===== src/hdl/fixed_window_rate_limit_table_defines.svh =====
// Assertion macros used by the rate limit table controller.
`ifndef FIXED_WINDOW_RATE_LIMIT_TABLE_DEFINES_SVH
`define FIXED_WINDOW_RATE_LIMIT_TABLE_DEFINES_SVH

// Same-cycle implication, disabled while in reset.
`define FWRLT_ASSERT_NOW(label, clk, rst_n, ante, cons) \
    label: assert property (@(posedge clk) disable iff (!rst_n) (ante) |-> (cons)) \
        else $error("fwrlt assertion failed");

// Next-cycle implication, disabled while in reset.
`define FWRLT_ASSERT_NXT(label, clk, rst_n, ante, cons) \
    label: assert property (@(posedge clk) disable iff (!rst_n) (ante) |=> (cons)) \
        else $error("fwrlt assertion failed");

`endif


===== src/hdl/fwrlt_pkg.sv =====
// Types and constants of the fixed-window rate limit table.
package fwrlt_pkg;

    // request codes
    localparam logic [1:0] REQ_CHECK  = 2'd0;
    localparam logic [1:0] REQ_RECORD = 2'd1;
    localparam logic [1:0] REQ_REMOVE = 2'd2;

    // result status codes
    localparam logic [1:0] ST_CREATED   = 2'd0;
    localparam logic [1:0] ST_FOUND     = 2'd1;
    localparam logic [1:0] ST_NOT_FOUND = 2'd2;
    localparam logic [1:0] ST_FULL      = 2'd3;

    localparam int          SPAN_W       = 22;
    localparam logic [5:0]  SECS_PER_MIN = 6'd60;
    localparam logic [15:0] ATT_MAX      = 16'hFFFF;

    // one table record apart from the key
    typedef struct packed {
        logic [31:0] start;
        logic [15:0] attempts;
        logic [15:0] window;
        logic [15:0] limit;
    } rec_t;

    // memory strobes from the controller
    typedef struct packed {
        logic rd_en;
        logic key_we;
        logic rec_we;
    } mem_ctl_t;

endpackage


===== src/hdl/fwrlt_ram.sv =====
// Single-port-write, single-port-read synchronous RAM with registered read data.
module fwrlt_ram #(
    parameter int DEPTH = 16,
    parameter int WIDTH = 32,
    parameter int AW    = 4
) (
    input  logic             clk,
    input  logic             we,
    input  logic [AW-1:0]    waddr,
    input  logic [WIDTH-1:0] wdata,
    input  logic             re,
    input  logic [AW-1:0]    raddr,
    output logic [WIDTH-1:0] rdata
);

    logic [WIDTH-1:0] mem [DEPTH];
    logic [WIDTH-1:0] rdata_reg;

    always_ff @(posedge clk)
    begin
        if (we)
        begin
            mem[waddr] <= wdata;
        end
        if (re)
        begin
            rdata_reg <= mem[raddr];
        end
    end

    assign rdata = rdata_reg;

endmodule


===== src/hdl/fwrlt_ctrl.sv =====
// Search, update and result sequencer of the rate limit table.
`include "fixed_window_rate_limit_table_defines.svh"

module fwrlt_ctrl #(
    parameter int ENTRIES = 16,
    parameter int IW      = 4
) (
    input  logic                clk,
    input  logic                rst_n,
    // request side
    input  logic                s_tvalid,
    output logic                s_tready,
    input  logic [1:0]          req_type,
    input  logic [31:0]         key,
    input  logic [15:0]         max_attempts,
    input  logic [15:0]         window_minutes,
    input  logic [31:0]         now_seconds,
    // result side
    output logic                m_tvalid,
    input  logic                m_tready,
    output logic                limited,
    output logic [1:0]          status,
    // memories
    output fwrlt_pkg::mem_ctl_t mem_ctl,
    output logic [IW-1:0]       rd_addr,
    output logic [IW-1:0]       wr_addr,
    output logic [31:0]         key_wdata,
    output fwrlt_pkg::rec_t     rec_wdata,
    input  logic [31:0]         key_rdata,
    input  fwrlt_pkg::rec_t     rec_rdata
);

    typedef enum logic [2:0] {IDLE, SCAN, CALC, UPD, MISS, RESP} state_t;

    localparam logic [IW-1:0] LAST_IDX = IW'(ENTRIES - 1);

    state_t                         state_reg;
    logic [ENTRIES-1:0]             valid_reg;
    logic [IW-1:0]                  iss_idx_reg;
    logic                           iss_act_reg;
    logic [IW-1:0]                  cmp_idx_reg;
    logic                           cmp_act_reg;
    logic [IW-1:0]                  hit_idx_reg;
    logic [IW-1:0]                  free_idx_reg;
    logic                           free_found_reg;
    logic                           res_limited_reg;
    logic [1:0]                     res_status_reg;
    logic                           out_valid_reg;
    logic                           out_limited_reg;
    logic [1:0]                     out_status_reg;

    // request and working record
    logic [1:0]                     req_reg;
    logic [31:0]                    key_reg;
    logic [15:0]                    lim_reg;
    logic [15:0]                    win_reg;
    logic [31:0]                    now_reg;
    fwrlt_pkg::rec_t                rec_reg;
    logic [fwrlt_pkg::SPAN_W-1:0]   span_reg;
    logic [31:0]                    elapsed_reg;

    logic                           accept;
    logic                           hit;
    logic                           restart;
    logic                           allocate;
    logic                           out_free;
    fwrlt_pkg::rec_t                upd_rec;

    assign s_tready = (state_reg == IDLE);
    assign accept   = s_tvalid && s_tready;
    assign out_free = !out_valid_reg || m_tready;

    assign hit = cmp_act_reg && valid_reg[cmp_idx_reg] && (key_rdata == key_reg);

    // window expired: strictly more than window*60 seconds gone
    assign restart  = elapsed_reg > {{(32 - fwrlt_pkg::SPAN_W){1'b0}}, span_reg};
    assign allocate = (state_reg == MISS) && (req_reg == fwrlt_pkg::REQ_CHECK) && free_found_reg;

    always_comb
    begin
        upd_rec = rec_reg;
        case (req_reg)
            fwrlt_pkg::REQ_CHECK:
            begin
                if (restart)
                begin
                    upd_rec.attempts = '0;
                    upd_rec.start    = now_reg;
                end
            end
            fwrlt_pkg::REQ_RECORD:
            begin
                if (rec_reg.attempts != fwrlt_pkg::ATT_MAX)
                begin
                    upd_rec.attempts = rec_reg.attempts + 16'd1;
                end
            end
            default:
            begin
                upd_rec = rec_reg;
            end
        endcase
    end

    always_comb
    begin
        mem_ctl.rd_en  = (state_reg == SCAN) && iss_act_reg;
        mem_ctl.key_we = allocate;
        mem_ctl.rec_we = allocate
                      || ((state_reg == UPD)
                          && ((req_reg == fwrlt_pkg::REQ_CHECK)
                              || (req_reg == fwrlt_pkg::REQ_RECORD)));
        rd_addr   = iss_idx_reg;
        wr_addr   = (state_reg == MISS) ? free_idx_reg : hit_idx_reg;
        key_wdata = key_reg;
        if (state_reg == MISS)
        begin
            rec_wdata.start    = now_reg;
            rec_wdata.attempts = '0;
            rec_wdata.window   = win_reg;
            rec_wdata.limit    = lim_reg;
        end
        else
        begin
            rec_wdata = upd_rec;
        end
    end

    // payload capture
    always_ff @(posedge clk)
    begin
        if (accept)
        begin
            req_reg <= req_type;
            key_reg <= key;
            lim_reg <= max_attempts;
            win_reg <= window_minutes;
            now_reg <= now_seconds;
        end
        if ((state_reg == SCAN) && hit)
        begin
            rec_reg <= rec_rdata;
        end
        if (state_reg == CALC)
        begin
            span_reg    <= fwrlt_pkg::SPAN_W'(rec_reg.window)
                         * fwrlt_pkg::SPAN_W'(fwrlt_pkg::SECS_PER_MIN);
            elapsed_reg <= now_reg - rec_reg.start;
        end
    end

    // state machine and result register
    always_ff @(posedge clk or negedge rst_n)
    begin
        if (!rst_n)
        begin
            state_reg       <= IDLE;
            valid_reg       <= '0;
            iss_idx_reg     <= '0;
            iss_act_reg     <= 1'b0;
            cmp_idx_reg     <= '0;
            cmp_act_reg     <= 1'b0;
            hit_idx_reg     <= '0;
            free_idx_reg    <= '0;
            free_found_reg  <= 1'b0;
            res_limited_reg <= 1'b0;
            res_status_reg  <= fwrlt_pkg::ST_NOT_FOUND;
            out_valid_reg   <= 1'b0;
            out_limited_reg <= 1'b0;
            out_status_reg  <= fwrlt_pkg::ST_NOT_FOUND;
        end
        else
        begin
            if (out_valid_reg && m_tready)
            begin
                out_valid_reg <= 1'b0;
            end
            case (state_reg)
                IDLE:
                begin
                    if (s_tvalid)
                    begin
                        state_reg      <= SCAN;
                        iss_idx_reg    <= '0;
                        iss_act_reg    <= 1'b1;
                        cmp_act_reg    <= 1'b0;
                        free_found_reg <= 1'b0;
                    end
                end
                SCAN:
                begin
                    cmp_act_reg <= iss_act_reg;
                    cmp_idx_reg <= iss_idx_reg;
                    if (iss_act_reg)
                    begin
                        iss_act_reg <= (iss_idx_reg != LAST_IDX);
                        if (iss_idx_reg != LAST_IDX)
                        begin
                            iss_idx_reg <= iss_idx_reg + 1'b1;
                        end
                    end
                    if (cmp_act_reg)
                    begin
                        if (hit)
                        begin
                            hit_idx_reg <= cmp_idx_reg;
                            iss_act_reg <= 1'b0;
                            state_reg   <= CALC;
                        end
                        else
                        begin
                            if (!valid_reg[cmp_idx_reg] && !free_found_reg)
                            begin
                                free_idx_reg   <= cmp_idx_reg;
                                free_found_reg <= 1'b1;
                            end
                            if (cmp_idx_reg == LAST_IDX)
                            begin
                                state_reg <= MISS;
                            end
                        end
                    end
                end
                CALC:
                begin
                    state_reg <= UPD;
                end
                UPD:
                begin
                    res_limited_reg <= (req_reg == fwrlt_pkg::REQ_CHECK)
                                    && (upd_rec.attempts >= upd_rec.limit);
                    if ((req_reg == fwrlt_pkg::REQ_CHECK)
                        || (req_reg == fwrlt_pkg::REQ_RECORD)
                        || (req_reg == fwrlt_pkg::REQ_REMOVE))
                    begin
                        res_status_reg <= fwrlt_pkg::ST_FOUND;
                    end
                    else
                    begin
                        res_status_reg <= fwrlt_pkg::ST_NOT_FOUND;
                    end
                    if (req_reg == fwrlt_pkg::REQ_REMOVE)
                    begin
                        valid_reg[hit_idx_reg] <= 1'b0;
                    end
                    state_reg <= RESP;
                end
                MISS:
                begin
                    res_limited_reg <= 1'b0;
                    if (req_reg == fwrlt_pkg::REQ_CHECK)
                    begin
                        res_status_reg <= free_found_reg ? fwrlt_pkg::ST_CREATED
                                                         : fwrlt_pkg::ST_FULL;
                    end
                    else
                    begin
                        res_status_reg <= fwrlt_pkg::ST_NOT_FOUND;
                    end
                    if (allocate)
                    begin
                        valid_reg[free_idx_reg] <= 1'b1;
                    end
                    state_reg <= RESP;
                end
                RESP:
                begin
                    if (out_free)
                    begin
                        out_valid_reg   <= 1'b1;
                        out_limited_reg <= res_limited_reg;
                        out_status_reg  <= res_status_reg;
                        state_reg       <= IDLE;
                    end
                end
                default:
                begin
                    state_reg <= IDLE;
                end
            endcase
        end
    end

    assign m_tvalid = out_valid_reg;
    assign limited  = out_limited_reg;
    assign status   = out_status_reg;

    // a new key only ever lands in a free slot
    `FWRLT_ASSERT_NOW(a_alloc_free_slot, clk, rst_n, mem_ctl.key_we, !valid_reg[wr_addr])
    // the remembered free slot stays free until it is used
    `FWRLT_ASSERT_NOW(a_free_slot_held, clk, rst_n,
        ((state_reg == SCAN) || (state_reg == MISS)) && free_found_reg,
        !valid_reg[free_idx_reg])
    // memory reads only while searching
    `FWRLT_ASSERT_NOW(a_read_in_scan, clk, rst_n, mem_ctl.rd_en, state_reg == SCAN)
    // a finished request always reaches the result register
    `FWRLT_ASSERT_NXT(a_resp_delivers, clk, rst_n,
        (state_reg == RESP) && out_free, out_valid_reg && (state_reg == IDLE))
    // a table-full answer only comes from a check that found no free slot
    `FWRLT_ASSERT_NXT(a_full_only_check, clk, rst_n,
        (state_reg == MISS) && free_found_reg, res_status_reg != fwrlt_pkg::ST_FULL)

endmodule


===== src/hdl/fixed_window_rate_limit_table.sv =====
// Top level of the fixed-window rate limit table.
//
//  channel  | signals                  | direction | contents
//  ---------+--------------------------+-----------+-------------------------------------
//  s_       | tvalid tready tdata tuser| in        | one request: key, limit, window, time
//  m_       | tvalid tready tdata tuser| out       | one result: limited flag and status
//
// A request is accepted only after the previous one has finished. The search
// stops at the slot that holds the key; an absent key is compared against all
// ENTRIES slots. The search reads one key and one record per cycle from the
// single read port of the key and record memories and compares one key a cycle.
// Reset clears the slot valid bits at once; the memories need no clearing pass.
// A result waits in the output register while the next request is accepted and
// searched; a request whose result finds that register still full waits in its
// last step until the result side takes the previous one.
module fixed_window_rate_limit_table #(
    parameter int ENTRIES = 16
) (
    input  logic        clk,
    input  logic        rst_n,
    // requests
    input  logic        s_tvalid,
    output logic        s_tready,
    input  logic [95:0] s_tdata,   // key[31:0], max_attempts[47:32],
                                   // window_minutes[63:48], now_seconds[95:64]
    input  logic [1:0]  s_tuser,   // req_type[1:0]
    // results
    output logic        m_tvalid,
    input  logic        m_tready,
    output logic [7:0]  m_tdata,   // limited[0], zero fill[7:1]
    output logic [1:0]  m_tuser    // status[1:0]
);

    // slot index width; one bit even for a single-slot table
    localparam int IW = (ENTRIES > 1) ? $clog2(ENTRIES) : 1;

    fwrlt_pkg::mem_ctl_t mem_ctl;
    logic [IW-1:0]       rd_addr;
    logic [IW-1:0]       wr_addr;
    logic [31:0]         key_wdata;
    logic [31:0]         key_rdata;
    fwrlt_pkg::rec_t     rec_wdata;
    fwrlt_pkg::rec_t     rec_rdata;
    logic                limited;

    // sequencer: search, window check, update and result register
    fwrlt_ctrl #(
        .ENTRIES (ENTRIES),
        .IW      (IW)
    ) u_ctrl (
        .clk            (clk),
        .rst_n          (rst_n),
        .s_tvalid       (s_tvalid),
        .s_tready       (s_tready),
        .req_type       (s_tuser),
        .key            (s_tdata[31:0]),
        .max_attempts   (s_tdata[47:32]),
        .window_minutes (s_tdata[63:48]),
        .now_seconds    (s_tdata[95:64]),
        .m_tvalid       (m_tvalid),
        .m_tready       (m_tready),
        .limited        (limited),
        .status         (m_tuser),
        .mem_ctl        (mem_ctl),
        .rd_addr        (rd_addr),
        .wr_addr        (wr_addr),
        .key_wdata      (key_wdata),
        .rec_wdata      (rec_wdata),
        .key_rdata      (key_rdata),
        .rec_rdata      (rec_rdata)
    );

    // keys, searched one slot per cycle
    fwrlt_ram #(
        .DEPTH (ENTRIES),
        .WIDTH (32),
        .AW    (IW)
    ) u_key_ram (
        .clk   (clk),
        .we    (mem_ctl.key_we),
        .waddr (wr_addr),
        .wdata (key_wdata),
        .re    (mem_ctl.rd_en),
        .raddr (rd_addr),
        .rdata (key_rdata)
    );

    // limit, window, attempt count and window start, read alongside the key
    fwrlt_ram #(
        .DEPTH (ENTRIES),
        .WIDTH ($bits(fwrlt_pkg::rec_t)),
        .AW    (IW)
    ) u_rec_ram (
        .clk   (clk),
        .we    (mem_ctl.rec_we),
        .waddr (wr_addr),
        .wdata (rec_wdata),
        .re    (mem_ctl.rd_en),
        .raddr (rd_addr),
        .rdata (rec_rdata)
    );

    assign m_tdata = {7'b0, limited};

endmodule


===== config.mk =====
export PLATFORM = sky130hd
export DESIGN_NAME = fixed_window_rate_limit_table
export DESIGN_NICKNAME = d
export VERILOG_FILES = /design/src/hdl/fwrlt_pkg.sv /design/src/hdl/fwrlt_ram.sv /design/src/hdl/fwrlt_ctrl.sv /design/src/hdl/fixed_window_rate_limit_table.sv
export VERILOG_INCLUDE_DIRS = /design/src /design/src/hdl
export SDC_FILE = /design/constraint.sdc
export NUM_CORES = 2
export LEC_CHECK = 0
export BUFFER_PORTS_ARGS = -buffer_cell sky130_fd_sc_hd__clkbuf_2
export CORE_ASPECT_RATIO = 0.5
export CORE_MARGIN = 3
export CORE_UTILIZATION = 25
export DETAILED_ROUTE_END_ITERATION = 10
export PLACE_DENSITY = 0.44
export SLEW_MARGIN = 25
export SYNTH_ARGS = -nofsm -noshare
export SYNTH_HDL_FRONTEND = slang
export SYNTH_HIERARCHICAL = 1
export SYNTH_SLANG_ARGS = --single-unit
export TNS_END_PERCENT = 1

===== constraint.sdc =====
create_clock -name clk -period 11.46 [get_ports clk]
set_clock_uncertainty 0.1 [all_clocks]
set_input_delay 1.719 -clock clk [delete_from_list [all_inputs] [get_ports clk]]
set_output_delay 1.719 -clock clk [all_outputs]
set_load 0.05 [all_outputs]

==> results.sh <==
export IMPL_status="finished, final reports clean"
export IMPL_drt_initial_drc_count=3345
export IMPL_fp_dieH_um=419
export IMPL_post_dp_cell_area_um2=91700
export IMPL_totalWireLength_um=222000
export IMPL_cts_made_buffers=218
export IMPL_vias=41000
export IMPL_wl_met3_um=9850
export IMPL_design_portCount=114
export IMPL_tightestPinTransition_ps=1060
export IMPL_antenna_found_initial=9
export IMPL_htree_levels=4
export IMPL_rsz0062_at_grt="no"
export IMPL_period_share_pct=50.4
export IMPL_cts_sinks=2179
export IMPL_io_buffers=106
export IMPL_largest_register_ffs=1280
export IMPL_hold_viol=0
export IMPL_pre_cts_slack_ps=5570
export IMPL_slowest_delay_ps=820
export IMPL_drt_met1_wl_um=98400
export IMPL_power_leakage_nw=30.7
export IMPL_rows=150
export IMPL_setup_viol=0
export IMPL_worst_ep_arrival_time_ps=6160
export IMPL_peakVddDrop_v=0.000115
export IMPL_slew_headroom_pct=29.5
export IMPL_ctsHoldBuffers=0
export IMPL_reg2reg_to="u_rec_ram/mem[11][44]"
export IMPL_grt_pass1_vias=43700
export IMPL_start_util_pct=25.3
export IMPL_worstHoldPathType="reg -> reg"
export IMPL_netlist_instances=4134
export IMPL_routed_via_density=4.54
export IMPL_power_total_mw=15.5
export IMPL_syn_area_um2=85200
export IMPL_nets=4614
export IMPL_seq_area_frac_synth_pct=76.5
export IMPL_fmax_mhz=173
export IMPL_ys_warnings_count=6
export IMPL_worst_slack_ps=5690
export IMPL_drive_gt1_share_pct=22.8
export IMPL_path_clk_slew_ps=60
export IMPL_worstPathRequired_ps=11850
export IMPL_dieArea_um2=348000
export IMPL_design_area_um2=98500
export IMPL_cts_resized=0
export IMPL_synth_cell_types=75
export IMPL_track_usage_pct=12.5
export IMPL_core_area_um2=337000
export IMPL_drv_cap=0
export IMPL_die_w_um=832
export IMPL_cts_max_path_buffers=4
export IMPL_synth_seq_cells=2179
export IMPL_min_period_ps=5770
export IMPL_dp_final_hpwl_um=119000
export IMPL_cp_end_kind="register"
export IMPL_r2r_setup_slack_ps=5690
export IMPL_setup_tns_ps=0
export IMPL_drt_pre_antenna_iters=5
export IMPL_async_flop_share_pct=2.07
export IMPL_cp_max_fo=54
export IMPL_crit_chain="nor3b_4, buf_4, nand2_1, nand2_1, nand2_1, nor2_4, buf_4, buf_4"
export IMPL_drcViolationCount=0
export IMPL_clkLatencyLatePin_ps=880
export IMPL_synth_edff_count=2134
export IMPL_avgSynthCellArea_um2=20.6
export IMPL_cts_tree="yes"
export IMPL_endpoint="u_rec_ram/mem[11][44]"
export IMPL_grt_pass1_wl_um=319000
export IMPL_reg_top3="u_rec_ram/mem x1280, u_key_ram/mem x512"
export IMPL_critPathSlowestCell="nor3b_4"
export IMPL_place_gp_congestion=0.741
export IMPL_crit_type="reg -> reg"
export IMPL_ant_nets=0
export IMPL_startpoint_type="register"
export IMPL_crit_path_start="u_ctrl/state_reg[0]"
export IMPL_syn2layout_area_growth_pct=15.6
export IMPL_met2_length_um=108000
export IMPL_reg2reg_depth=8
export IMPL_routedWlPerCell_um=24.5
export IMPL_cts_root_buffer="clkbuf_16"
export IMPL_reg2reg_from="u_ctrl/state_reg[0]"
export IMPL_power_density_nw_per_um2=158
export IMPL_overflow=0
export IMPL_grt_start_max_net_pins=118
export IMPL_slew_viol_final=0
export IMPL_post_cts_setup_buffers=0
export IMPL_largest_register="u_rec_ram/mem"
export IMPL_highest_layer="met5"
export IMPL_synth_flop_cell="edfxtp_1"
## how the worst min path moves through the flow
| stage | startpoint | to | slack [ps] | cells past startpoint |
|---|---|---|---|---|
| CTS | u_rec_ram/rdata[77] | u_ctrl/rec_reg[77] | 310 | 0 |
| global placement | u_rec_ram/rdata[25] | u_ctrl/rec_reg[25] | 300 | 0 |
| floorplan | u_rec_ram/rdata[0] | u_ctrl/rec_reg[0] | 300 | 0 |
| global route | u_rec_ram/rdata[3] | u_ctrl/rec_reg[3] | 320 | 0 |
| detailed placement | u_rec_ram/rdata[24] | u_ctrl/rec_reg[24] | 300 | 0 |
| finish | u_rec_ram/rdata[15] | u_ctrl/rec_reg[15] | 310 | 0 |
## cell usage in the layout (no fill, tap or decap), drive strengths merged, types with 6 or more instances in the layout
| cell type | n |
|---|---|
| a21o | 33 |
| nor2 | 102 |
| a31oi | 8 |
| nand2b | 16 |
| a21oi | 65 |
| and2 | 12 |
| mux4 | 453 |
| o21a | 8 |
| conb | 7 |
| nand3b | 11 |
| inv | 90 |
| clkbuf | 383 |
| o21ai | 85 |
| dfrtp | 43 |
| nand2 | 243 |
| nor3 | 21 |
| or2 | 11 |
| xor2 | 34 |
| o211ai | 6 |
| or3 | 8 |
| nand3 | 28 |
| ha | 92 |
| bufinv | 17 |
| mux2 | 47 |
| buf | 105 |
| nand4 | 19 |
| nor2b | 13 |
| edfxtp | 2134 |
| a22oi | 224 |
| and3 | 9 |
| fa | 30 |
| clkinv | 80 |
| xnor2 | 44 |
| nor4 | 6 |
## power by group
group	switching, mW	leakage [nW]	internal (mW)
logic	0.0179	7.93	0.0124
clock network	2.97	3.27	3.93
registers	0.0000000000000000274	19.5	8.62
total	2.99	30.7	12.6
## kinds of logic after synthesis
group | count (synthesis) | synth area share, %
DFF | 2179 | 76.5
and+or+nand+nor | 513 | 2.78
muxes | 501 | 12.6
AOI/OAI and AO/OA | 472 | 3.77
buffers and inverters | 268 | 1.47
adders and majority gates | 122 | 2.06
xor gates and xnor gates | 78 | 0.802
other | 1 | 0.00440
## metal layers
metal  track usage, %  vias to the layer above
li1                 -                    17500
met1             16.9                    22400
met2             21.2                      911
met3             1.86                      287
met4             2.94                        2
met5                0                        -
## metrics by stage
step,utilization [%],hold slack (ps),instances
2_1_floorplan,-,300,4140
3_3_place_gp,27.2,301,8647
3_5_place_dp,27.2,305,8650
4_1_cts,29.2,312,9030
5_1_grt,29.3,321,9034
6_report,29.3,309,9038
## critical path: cells and delay by family (launching register included)
kind | cells | cell delay, ps
DFF | 1 | 620
and+or+nand+nor | 5 | 2320
buffers and inverters | 3 | 2200
## area by class of cell
type / instances / area, um^2
Clock inverter: 103 / 901
Tap cell: 4484 / 5610
Multi-Input combinational cell: 1693 / 19200
Clock buffer: 277 / 5800
Sequential cell: 2179 / 65200
Antenna cell: 4 / 10.0
Inverter: 87 / 332
Fill cell: 33000 / 238000
Timing Repair Buffer: 211 / 1480
## synthesized netlist by cell type, drive strengths merged, types with 44 or more instances
master  number  area (um^2)
inv         87          327
nand2      243          912
mux4       453        10200
xnor2       44          385
edfxtp    2134        64100
ha          92         1150
a22oi      224         1680
a21oi       65          329
mux2        47          544
o21ai       85          425
nor2       102          383
buf        107          646
clkbuf      74          278
Note: power is estimated with default switching activity, not from simulation.
